==> config.mk <==
export PLATFORM = sky130hd
export DESIGN_NAME = sfse_ctrl
export DESIGN_NICKNAME = d
export VERILOG_FILES = /design/src/sv/sfse_pkg.sv /design/src/sv/sfse_ctrl.sv
export SDC_FILE = /design/constraint.sdc
export NUM_CORES = 1
export LEC_CHECK = 0
export BUFFER_PORTS_ARGS = -buffer_cell sky130_fd_sc_hd__buf_2
export CAP_MARGIN = 10
export CORE_AREA = 3 3 40 42
export DETAILED_ROUTE_END_ITERATION = 6
export DIE_AREA = 0 0 43 45
export PLACE_DENSITY = 0.61
export SYNTH_ARGS = -nofsm -noshare
export SYNTH_HDL_FRONTEND = slang
export SYNTH_SLANG_ARGS = --single-unit
==> constraint.sdc <==
create_clock -name clk_i -period 2.6 [get_ports clk_i]
set_clock_uncertainty 0.05 [all_clocks]
set_input_delay 0.26 -clock clk_i [delete_from_list [all_inputs] [get_ports clk_i]]
set_output_delay 0.26 -clock clk_i [all_outputs]
set_load 0.03 [all_outputs]
==> src/sv/sfse_pkg.sv <==
`default_nettype none
// ----------------------------------------------------------------------------
// sfse_pkg: shared types, codes and tables of the soft forward splat engine
// Operation and register codes, controller/datapath interface structs and
// the exponential and preference lookup tables.
// ----------------------------------------------------------------------------
package sfse_pkg;

  localparam int DEF_MAX_WIDTH  = 256;
  localparam int DEF_MAX_HEIGHT = 256;
  localparam int DEF_MAX_RADIUS = 7;
  localparam int DEF_FRAC_BITS  = 8;

  localparam logic [1:0] OP_SPLAT = 2'd0;
  localparam logic [1:0] OP_CLEAR = 2'd1;
  localparam logic [1:0] OP_READ  = 2'd2;

  localparam logic [1:0] CFG_FIELD_WIDTH  = 2'd0;
  localparam logic [1:0] CFG_FIELD_HEIGHT = 2'd1;
  localparam logic [1:0] CFG_RADIUS       = 2'd2;
  localparam logic [1:0] CFG_KERNEL_SCALE = 2'd3;

  localparam logic [14:0] STEEP_Q16 = 15'd21627;
  localparam logic [16:0] ONE_Q16   = 17'd65536;

  typedef struct packed {
    logic load;
    logic rd;
    logic wr;
    logic next_cell;
    logic clr_step;
    logic resp;
  } sfse_cmd_t;

  typedef struct packed {
    logic inb;
    logic last_cell;
    logic clr_last;
  } sfse_sts_t;

  function automatic logic [16:0] exp_int(input logic [3:0] n);
    case (n)
      4'd0:    return 17'd65536;
      4'd1:    return 17'd24109;
      4'd2:    return 17'd8869;
      4'd3:    return 17'd3263;
      4'd4:    return 17'd1200;
      4'd5:    return 17'd442;
      4'd6:    return 17'd162;
      4'd7:    return 17'd60;
      4'd8:    return 17'd22;
      4'd9:    return 17'd8;
      4'd10:   return 17'd3;
      4'd11:   return 17'd1;
      default: return 17'd0;
    endcase
  endfunction

  function automatic logic [16:0] exp_frac(input logic [3:0] f);
    case (f)
      4'd0:    return 17'd65536;
      4'd1:    return 17'd61565;
      4'd2:    return 17'd57835;
      4'd3:    return 17'd54331;
      4'd4:    return 17'd51039;
      4'd5:    return 17'd47947;
      4'd6:    return 17'd45042;
      4'd7:    return 17'd42313;
      4'd8:    return 17'd39750;
      4'd9:    return 17'd37341;
      4'd10:   return 17'd35079;
      4'd11:   return 17'd32954;
      4'd12:   return 17'd30957;
      4'd13:   return 17'd29081;
      4'd14:   return 17'd27320;
      default: return 17'd25664;
    endcase
  endfunction

  function automatic logic [16:0] pref_tab(input logic [4:0] k);
    case (k)
      5'd0:    return 17'd32768;
      5'd1:    return 17'd40794;
      5'd2:    return 17'd47911;
      5'd3:    return 17'd53581;
      5'd4:    return 17'd57724;
      5'd5:    return 17'd60565;
      5'd6:    return 17'd62428;
      5'd7:    return 17'd63615;
      5'd8:    return 17'd64357;
      5'd9:    return 17'd64816;
      5'd10:   return 17'd65097;
      5'd11:   return 17'd65268;
      5'd12:   return 17'd65374;
      5'd13:   return 17'd65438;
      5'd14:   return 17'd65476;
      5'd15:   return 17'd65500;
      default: return 17'd65514;
    endcase
  endfunction

endpackage
`default_nettype wire

==> src/sv/sfse_ctrl.sv <==
`default_nettype none
// ----------------------------------------------------------------------------
// sfse_ctrl: controller of the soft forward splat engine
// Sequences the clearing pass, the per-cell read-modify-write of a splat,
// the single-cell read and the result strobe.
// ----------------------------------------------------------------------------
module sfse_ctrl
  import sfse_pkg::*;
(
  input  wire logic       clk_i,
  input  wire logic       rst_ni,
  input  wire logic       start,
  input  wire logic [1:0] op_i,
  input  wire sfse_sts_t  sts_i,
  output sfse_cmd_t       cmd_o,
  output logic            busy
);

  typedef enum logic [3:0] {
    ST_CLEAR, ST_IDLE, ST_ADDR, ST_RD, ST_M1, ST_M2, ST_M3, ST_M4, ST_M5,
    ST_WR, ST_READ, ST_RESP
  } state_e;

  state_e state_q, state_d;
  logic   clr_resp_q, clr_resp_d;

  always_comb begin
    state_d    = state_q;
    clr_resp_d = clr_resp_q;
    cmd_o      = '0;
    case (state_q)
      ST_CLEAR: begin
        cmd_o.clr_step = 1'b1;
        if (sts_i.clr_last) begin
          state_d    = clr_resp_q ? ST_RESP : ST_IDLE;
          clr_resp_d = 1'b0;
        end
      end
      ST_IDLE: begin
        if (start) begin
          cmd_o.load = 1'b1;
          case (op_i)
            OP_SPLAT: state_d = ST_ADDR;
            OP_CLEAR: begin
              state_d    = ST_CLEAR;
              clr_resp_d = 1'b1;
            end
            OP_READ:  state_d = ST_READ;
            default:  state_d = ST_RESP;
          endcase
        end
      end
      ST_ADDR: begin
        // skip cells outside the field without a store access
        if (sts_i.inb) begin
          state_d = ST_RD;
        end else begin
          cmd_o.next_cell = 1'b1;
          state_d = sts_i.last_cell ? ST_RESP : ST_ADDR;
        end
      end
      ST_RD: begin
        cmd_o.rd = 1'b1;
        state_d  = ST_M1;
      end
      ST_M1: state_d = ST_M2;
      ST_M2: state_d = ST_M3;
      ST_M3: state_d = ST_M4;
      ST_M4: state_d = ST_M5;
      ST_M5: state_d = ST_WR;
      ST_WR: begin
        cmd_o.wr        = 1'b1;
        cmd_o.next_cell = 1'b1;
        state_d = sts_i.last_cell ? ST_RESP : ST_ADDR;
      end
      ST_READ: begin
        cmd_o.rd = 1'b1;
        state_d  = ST_RESP;
      end
      ST_RESP: begin
        cmd_o.resp = 1'b1;
        state_d    = ST_IDLE;
      end
      default: state_d = ST_IDLE;
    endcase
  end

  always_ff @(posedge clk_i or negedge rst_ni) begin
    if (!rst_ni) begin
      state_q    <= ST_CLEAR;
      clr_resp_q <= 1'b0;
    end else begin
      state_q    <= state_d;
      clr_resp_q <= clr_resp_d;
    end
  end

  assign busy = (state_q != ST_IDLE);

endmodule
`default_nettype wire

==> results of run 1 <==
registers in the layout (all words and copies together), names as in the netlist:
name / flops
state_q: 4
clr_resp_q: 1
cell usage after synthesis:
cell type / count
nand2b_4: 1
or3_1: 2
buf_4: 1
o31ai_1: 1
o21ai_1: 1
nor3_1: 2
nand2b_1: 1
o32ai_1: 1
nor2_2: 1
inv_1: 3
nor4_4: 2
clkbuf_8: 1
buf_2: 1
o21ai_0: 4
nor2_1: 5
dfrtp_1: 5
a21oi_1: 5
a21o_1: 2
nor3b_1: 1
buf_6: 1
xnor2_1: 1
nand3_1: 1
nand2b_2: 1
nand2_1: 3
nor4b_1: 1
a21oi_2: 1
mux2_2: 1
xor2_1: 1
a31oi_1: 1
o21a_1: 3
nor2b_1: 5
stage by stage:
step,instance area (sq um),utilization
final,591.8,0.4606
after global routing,591.8,0.4606
after CTS,591.8,0.4606
after detailed placement,555.5,0.4323
after global placement,555.5,0.4323
after floorplan,504.2,-
where the power goes:
group          switching [mW]  internal (mW)
clock network          0.0272         0.0577
registers               0.125          0.112
logic                   0.241          0.199
layer usage:
metal | global-route usage | vias up
met5 | 0 | -
met4 | 0.07229 | 0
met2 | 0.1886 | 7
met1 | 0.1765 | 197
met3 | 0.01195 | 0
li1 | - | 242
worst min path at each step:
stage,from,to,slack (ps),cells after the start
6_report,start,state_q[0]$_DFFE_PN0P_,300,3
5_1_grt,start,state_q[0]$_DFFE_PN0P_,320,3
4_1_cts,start,state_q[0]$_DFFE_PN0P_,300,3
3_5_place_dp,rst_ni,clr_resp_q$_DFFE_PN0P_,20,1
3_3_place_gp,rst_ni,clr_resp_q$_DFFE_PN0P_,30,1
2_1_floorplan,rst_ni,clr_resp_q$_DFFE_PN0P_,-90,0
cells by family (layout without fill, tap and decap cells):
family / count (synthesis) / after routing / share of synthesized area
flip-flops: 5 / 5 / 0.2481
AO/OA/AOI/OAI: 19 / 19 / 0.2357
XOR/XNOR: 2 / 2 / 0.03475
buffers and inverters: 7 / 22 / 0.09676
multiplexers: 1 / 1 / 0.02233
AND/OR/NAND/NOR: 26 / 26 / 0.3623
worst max-delay path, delay by kind of cell, from the launching register on:
| kind | cells | cell delay (ps) |
|---|---|---|
| DFF | 1 | 640 |
| muxes | 1 | 410 |
| and+or+nand+nor | 2 | 340 |
| buffers and inverters | 1 | 180 |
cell type report:
class                           instances  area share
Clock buffer                            4     0.04440
Tap cell                               15     0.03171
Multi-Input combinational cell         48      0.5581
Sequential cell                         5      0.2114
Timing Repair Buffer                   15      0.1353
Inverter                                3     0.01903
==> results.md, run 1 <==
- Core area: about 0.0013 sq mm
- DR WL met2: 503 microns
- Synth area leaders: dfrtp_1 (25%), nor4_4 (8.4%), nor2b_1 (6.2%)
- Initial antenna violation count: 0
- Register area: 125.1 sq um
- Nature of the critical path endpoint: output port
- Drt wl/cell: ~12 microns
- #FFs+latches synth: 5
- Netlist cell types: 31
- Non-filler cells, final: 90
- Post-synth net total: 68
- Sequence of cells on the critical path: mux2_2 > nor4_4 > nor2_1 > buf_2
- PostCTS Resize Cnt: 0
- Port Buf Inserts: 14
- Initial Util: 0.3924
- First-pass DRT Iterations: 4
- Post-placement cell count: 85
- Synth Cell Area: 504.2 sq um
- Die W: 43 microns
- Data required time of the worst path: 2290 ps
- Startpoint Class: flop
- CTS tree: yes
- All-Layer GR Usage: 0.1256
- Final worst slack: a little under 500 ps
- Pwr Density: 1288 mW/mm^2
- Largest stage delay on the critical path: about 640 ps
- Worst Tran Pin Value: just under 600 ps
- Final max-slew violation count: 0
- Tot Pwr: 762.3 uW
- Post-Route WL: 1.041 mm
- Layout Nets: 84
- I/O pins: 15
- First-pass GRT wire length: 1.849 mm
- Syn. warnings: 0
- Worst reg2reg endpoint: state_q[0]$_DFFE_PN0P_
- Critical R2R Launch: state_q[0]$_DFFE_PN0P_
- FP Rows: 13
- Worst relative slew slack: 0.6133
- Worst hold slack: just over 300 ps
- Inserted Clock Buffers: 3
- Synth Instances: 60
- Leakage: 0.2631 nW
- CTS sink cnt: 5
- FF-to-FF path depth: 4
- Die Ht: approximately 45 microns
- Slowest CP cell: dfrtp_1
- Commonest non-fill, non-tap cell in the layout: buf_2
- WP data arrival: 1810 ps
- CTS root buf: clkbuf_4
- Setup-failing EPs final: 0
- Fin. Hold Viols: 0
- Vias in the first global route: 434
- Commonest cells after routing, fill and taps aside: buf_2 (14), nor2_1 (5), nor2b_1 (5), a21oi_1 (5), dfrtp_1 (5)
- Hpwl dp: approximately 820 microns
- Starting DRC count in detailed routing: 9
- Worst-skew pair later-pin latency: 230 ps
- Cell taking the most area after synthesis: dfrtp_1
- Outcome: completed
- Drc violations: 0
- Clock Tree Buf Depth: 2
- Fraction of layout cells with a size suffix above 1: 0.3200
- Achievable Freq: approximately 0.47 GHz
- Max-Cap Viols: 0
- Worst Setup EP: cmd_o[5]
- Vias per cell: 4.956
- Highest metal used: met3
- Reg2reg setup slack: roughly 830 ps
- Clk slew on worst S/H paths: 40 ps
- Crit path time final: 2118 ps
- Max IR drop VDD: ~0.00055 V
- RSZ-0062 raised after global routing: false
- Top cell type's share of synthesized area: 0.2481
- Worst Setup SP: state_q[0]$_DFFE_PN0P_
- Post-CTS setup buffer count: 0
- Via Count: 446
- Worst Hold Class: in -> reg
- Worst-path maximum fanout: 12
- Number of diodes: 0
- Multi-input gate area in the final layout: 330.3 sq um
- Fill cells: between 100 and 150
- Antenna-violating nets left: 0
- Sequential-to-total area share from yosys stat: 0.2481
- Pre-CTS setup slack: 727.3 ps
- Crit share post-route: 0.8145
- Hold_buf cts: 1
- WL met1: 503 microns
- Critical path type: reg -> out
- Syn Area/Cell: 8.404 sq um
- DIE AREA: 0.001935 sq mm
- Gpl congestion: 0.7254
- Area Growth Syn to Fin: 17.37%
- Met3 wire length: 33 microns
- GRT overflow: 0
- Pin count of the biggest net entering global routing: 16
- Post-Route Setup TNS: 0 ps
- H-Tree Depth: 1
No activity file was read; power rests on OpenSTA's default activity.
==> run 2: changes to the inputs <==
- ABC_AREA: default -> 1
- PLACE_DENSITY: 0.61 -> 0.54
- clock period: 2.6 -> 2.15 ns (I/O delays scaled with it)
==> run 2 against run 1 <==
Net effect:
- die area is the same
- total power grew 7.8%
- highest routed layer unchanged
- cell count grew 23%
==> results.md, run 2 <==
- Outcome: completed
- Max reg flops: 4
- GRT overflow: 0
- Top cell type's share of synthesized area: 0.2941
- Pin count of the biggest net entering global routing: 7
- Synth Instances: 77
- Nature of the critical path endpoint: output port
- #FFs+latches synth: 5
- Sequence of cells on the critical path: inv_1 > nand2_1 > nor2_1 > nand2_1 > o21ai_0 > buf_2
- Layout Nets: 105
- Area Growth Syn to Fin: 29.41%
- Biggest register: state_q
- WP data arrival: around 1400 ps
- Pwr Density: around 1500 mW/mm^2
- Drt wl/cell: 9.586 microns
- Core area: approximately 0.0013 sq mm
- Commonest non-fill, non-tap cell in the layout: nand2_1
- Largest registers: state_q x4, clr_resp_q x1
- Port Buf Inserts: 14
- Inserted Clock Buffers: 3
- Critical path type: reg -> out
- Clock Power Share: 0.128
- I/O pins: 15
- Gpl congestion: 0.7674
- Synth area leaders: dfrtp_1 (29%), nand2_1 (25%), nor2_1 (14%)
- DIE AREA: 0.001935 sq mm
- Non-filler cells, final: 111
- Fraction of layout cells with a size suffix above 1: 0.2292
- Worst-path maximum fanout: 6
- Via Count: 517
- Slowest CP cell: dfrtp_1
- Internal power: 366.3 uW
- Setup-failing EPs final: 0
- Data required time of the worst path: 1880 ps
- Post-synth top cells: nand2_1 (28), nor2_1 (16), inv_1 (11)
- Max IR drop VDD: about 0.00056 V
- Die Ht: 45 microns
- Initial Util: 0.3311
- FFs w/ async S/R, synth: 1.000
- Vias per cell: ~4.7
- Netlist cell types: 11
- Post-Route Setup TNS: 0 ps
- Crit-path most repeated cell: nand2_1
- Sw frac: 0.5542
- All-Layer GR Usage: 0.1196
- Starting DRC count in detailed routing: 17
- Initial antenna violation count: 0
- Post-synth EDFFs: 0
- Crit path time final: 1625 ps
- Fin. Hold Viols: 0
- Startpoint Class: flop
- Leakage: about 0.34 nW
- Part of the power in combinational logic: 0.651
- CTS root buf: clkbuf_4
- Crit share post-route: 0.7560
- Clk slew on worst S/H paths: 40 ps
- H-Tree Depth: 1
- Commonest cells after routing, fill and taps aside: nand2_1 (28), nor2_1 (16), buf_2 (14)
- Tot Pwr: 821.8 uW
- Worst Tran Pin Value: approximately 240 ps
- Max-Cap Viols: 0
- Sequential-to-total area share from yosys stat: 0.2941
- Top Family by Delay on Critical Path: flip-flops
- Synth Cell Area: 425.4 sq um
- Number of diodes: 0
- First-pass DRT Iterations: 4
- CTS tree: yes
- Syn Area/Cell: roughly 5.5 sq um
- First-pass GRT wire length: 1.745 mm
- Post-placement cell count: 106
- Post-Route WL: 1.064 mm
- Primary FF master, synth: dfrtp_1
- FP Rows: 13
- Worst Hold Class: in -> reg
- Final max-slew violation count: 0
- Drc violations: 0
- Worst relative slew slack: 0.8368
- Post-synth net total: 85
- Largest stage delay on the critical path: 440 ps
- Syn. warnings: 0
- Achievable Freq: 0.6152 GHz
- CTS sink cnt: 5
- RSZ-0062 raised after global routing: false
- Vias in the first global route: 455
- Hpwl dp: 883.3 microns
- Antenna-violating nets left: 0
- Sequential Power Share: 0.221
- PostCTS Resize Cnt: 0
- Worst-skew pair later-pin latency: 240 ps
- Cell taking the most area after synthesis: dfrtp_1
- Count leader, synth: nand2_1
- WP buf/inv: 2
- Clock Tree Buf Depth: 2
- NetSw: 455.5 uW
- Reg2reg setup slack: 830 ps
- Die W: 43 microns
## run 2: cell count changes after synthesis, sizes merged, moves of 5 or more
| cell | change |
|---|---|
| nand2 | +27 |
| nor2 | +12 |
| inv | +9 |
| nand3 | +6 |
| a21oi | -5 |
| nor2b | -5 |
## run 2: timing repair
item                                   in CTS  in global routing
hold buffers                                1                  0
setup buffers                               0                  0
endpoints found under the hold margin       5                  0
## run 2: per-stage QoR
stage | util | hold slack, ps | cell area (sq um) | setup WS (ps)
3_5_place_dp | 0.4002 | -15.64 | 514.2 | 785.3
2_1_floorplan | - | -130.6 | 425.4 | 478.6
6_report | 0.4284 | 230.3 | 550.5 | 524.6
3_3_place_gp | 0.4002 | -16.66 | 514.2 | 778.3
5_1_grt | 0.4284 | 267.8 | 550.5 | 415.0
4_1_cts | 0.4284 | 232.2 | 550.5 | 521.0
## run 2: layout make-up
type                       count  area (sq um)
clock buffer                   4         26.28
fill                         150         734.5
inverter                      12         45.04
multi-input combinational     60         255.2
sequential                     5         125.1
tap                           15         18.77
timing repair buffer          15         80.08
## run 2: final timing paths
| path | from | end | cells after the start |
|---|---|---|---|
| min reg2reg | clr_resp_q$_DFFE_PN0P_ | clr_resp_q$_DFFE_PN0P_ | 2 |
| min | start | state_q[0]$_DFFE_PN0P_ | 4 |
| min in group asynchronous | rst_ni | state_q[0]$_DFFE_PN0P_ | 2 |
| max in group asynchronous | rst_ni | state_q[2]$_DFFE_PN0P_ | 2 |
| max | state_q[0]$_DFFE_PN0P_ | cmd_o[2] | 6 |
| max reg2reg | state_q[1]$_DFFE_PN0P_ | clr_resp_q$_DFFE_PN0P_ | 8 |
## run 2: layer usage
metal  vias to the layer above  routed length (microns)  GRT usage
li1                        274                        -          -
met1                       223                      460     0.1366
met2                        20                      515     0.2096
met3                         0                       87    0.04382
met4                         0                        0    0.03614
met5                         -                        0          0
## run 2: cells by family after synthesis
kind of cell,Yosys count,synth area share
AND/OR/NAND/NOR,55,0.5412
AO/OA/AOI/OAI,5,0.05881
buffers and inverters,12,0.1059
flip-flops,5,0.2941
## run 2: power by group through the flow
stage / Sequential (mW) / Combinational (mW) / Clock [mW]
global route: 0.186 / 0.603 / 0.116
floorplan: 0.169 / 0.416 / 0
global placement: 0.183 / 0.540 / 0
CTS: 0.179 / 0.541 / 0.110
detailed placement: 0.181 / 0.536 / 0
finish: 0.182 / 0.535 / 0.105
## run 2: worst min-delay path, stage by stage
cell and delay [ps]:
buf_2 80, inv_1 40, nand2_1 80, nand2_1 60
==> run 3: changes to the inputs <==
- ABC_AREA: 1 -> 0
- PLACE_DENSITY: 0.54 -> 0.61
- clock period: 2.15 -> 1.6 ns (I/O delays scaled with it)
==> run 3 against run 2 <==
Net effect:
- the flow now finishes with violations (setup timing)
- hold slack got worse by 30 ps
- sequential share of layout area decreased by 7.1 points
- non-clock buffer count increased by 15
- total power increased by 120%
- clock power increased by 40%
- flip-flop and latch count unchanged
- core utilization up 20 points
- setup slack got worse by 550 ps
- die area did not move
- sequential power is 35% higher
- clock-buffer cell count did not move
- critical path type unchanged
==> results.md, run 3 (synthesis results as in run 1) <==
- GRT overflow: 0
- Outcome: complete, but fails checks
- All-Layer GR Usage: 0.1519
- Non-filler cells, final: 105
- Leakage: 0.3678 nW
- Final worst slack: -29.68 ps
- Top Family by Delay on Critical Path: simple AND/OR/NAND/NOR gates
- Critical path type: reg -> out
- Largest registers: state_q x4, clr_resp_q x1
- FP Rows: 13
- RSZ-0062 raised after global routing: true
- WP buf/inv: 1
- Initial antenna violation count: 0
- Worst Tran Pin Value: roughly 300 ps
- Worst Hold Class: in -> reg
- Busiest layer in global routing: met2
- Worst relative slew slack: 0.7978
- Max reg flops: 4
- Area Growth Syn to Fin: 60.79%
- Fin. Hold Viols: 0
- Grt met3 use: 0.03586
- Inserted Clock Buffers: 3
- Starting DRC count in detailed routing: 8
- Layout Nets: around 100
- Met2 Use GR: 0.2874
- Gpl congestion: slightly below 0.8
- Antenna-violating nets left: 0
- CTS tree: yes
- Port Buf Inserts: 14
- Worst-path maximum fanout: 4
- Commonest cells after routing, fill and taps aside: buf_4 (13), buf_2 (9), a21oi_1 (5), buf_6 (5)
- Final max-slew violation count: 0
- Worst-skew pair later-pin latency: 250 ps
- Via Count: 554
- Startpoint Class: flop
- Hpwl dp: 924.4 microns
- Pin count of the biggest net entering global routing: 12
- First-pass DRT Iterations: 4
- Setup-failing EPs final: 1
- Pwr Density: about 2200 mW/mm^2
- Failing checks: setup timing
- Sequence of cells on the critical path: nand2b_4 > or3_4 > nor2_4 > buf_6
- Die W: 43 microns
- Nature of the critical path endpoint: output port
- WP data arrival: 1420 ps
- Initial Util: 0.3924
- Crit path time final: about 1600 ps
- First-pass GRT wire length: 2.173 mm
- Largest stage delay on the critical path: 410 ps
- Core area: 0.001285 sq mm
- Biggest register: state_q
- Drc violations: 0
- Vias in the first global route: roughly 520
- Die Ht: roughly 45 microns
- I/O pins: 15
- Max-Cap Viols: 0
- H-Tree Depth: 1
- Worst hold slack: 200.8 ps
- Post-placement cell count: 91
- CTS root buf: clkbuf_4
- Fraction of layout cells with a size suffix above 1: 0.5333
- Post-Route WL: ~1.4 mm
- Fill cells: 108
- DIE AREA: ~0.0019 sq mm
- Crit share post-route: 1.019
- Number of diodes: 0
- Max IR drop VDD: between 0.001 and 0.0015 V
- Achievable Freq: slightly above 0.6 GHz
- Met1 Resource Use GR: 0.1650
- Data required time of the worst path: around 1400 ps
- Clk slew on worst S/H paths: 50 ps
- Clock Tree Buf Depth: 2
- Drt wl/cell: 13.59 microns
- Slowest CP cell: dfrtp_1
- Commonest non-fill, non-tap cell in the layout: buf_4
- Vias per cell: 5.276
- CTS sink cnt: 5
-- run 3: final timing paths --
| path | start | end | slack (ps) | cells past startpoint |
|---|---|---|---|---|
| setup / recovery | state_q[1]$_DFFE_PN0P_ | cmd_o[5] | -30 | 4 |
| hold / removal | start | state_q[0]$_DFFE_PN0P_ | 200 | 3 |
| setup reg to reg | state_q[3]$_DFFE_PN0P_ | state_q[0]$_DFFE_PN0P_ | 90 | 5 |
| hold reg to reg | clr_resp_q$_DFFE_PN0P_ | clr_resp_q$_DFFE_PN0P_ | 550 | 2 |
| max in group asynchronous | rst_ni | state_q[3]$_DFFE_PN0P_ | 1150 | 2 |
| min in group asynchronous | rst_ni | state_q[2]$_DFFE_PN0P_ | 210 | 2 |
-- run 3: worst register-to-register path, stage by stage, from the launching register on --
cell and delay, ps:
dfrtp_2 430, buf_4 170, nor4_4 350, buf_4 200, o21a_1 100, o32ai_1 80
-- run 3: metrics by stage --
stage | util | instance area (sq um) | setup TNS [ps] | worst slack [ps] | total power [mW]
after floorplan | - | 514.2 | -8.152 | -8.152 | 1.018
after global routing | 0.6310 | 810.8 | -201.8 | -79.22 | 1.907
after global placement | 0.4752 | 610.6 | 0 | 121.1 | 1.240
after detailed placement | 0.4752 | 610.6 | 0 | 117.0 | 1.240
final | 0.6310 | 810.8 | -29.68 | -29.68 | 1.787
after CTS | 0.5589 | 718.2 | -70.12 | -70.12 | 1.561
-- run 3: power by group --
group / total [mW] / switching (mW) / leakage (nW) / internal (mW)
Sequential: 0.246 / 0.0592 / 0.0617 / 0.187
Clock: 0.147 / 0.0530 / 0.0150 / 0.0944
Combinational: 1.39 / 0.716 / 0.291 / 0.678
-- run 3: repair_timing --
action,4_1_cts,5_1_grt
hold buffers,1,0
endpoints found under the setup margin,4,10
gates resized for setup,11,14
endpoints found under the hold margin,5,0
pin swaps,2,3
setup buffers,5,4
-- run 3: cell type report --
cell class | count | area [sq um] | share of cell area
clock buffers | 4 | 26.28 | 0.03241
flip-flops and latches | 5 | 126.4 | 0.1559
well taps | 15 | 18.77 | 0.02315
repair buffers | 30 | 231.5 | 0.2855
multi-input cells | 48 | 396.6 | 0.4892
inverters | 3 | 11.26 | 0.01389
-- run 3: routing by layer --
layer  share of wire  vias to the layer above
li1                -                      272
met1            0.43                      261
met2            0.51                       17
met3           0.039                        4
met4           0.022                        0
met5               0                        -
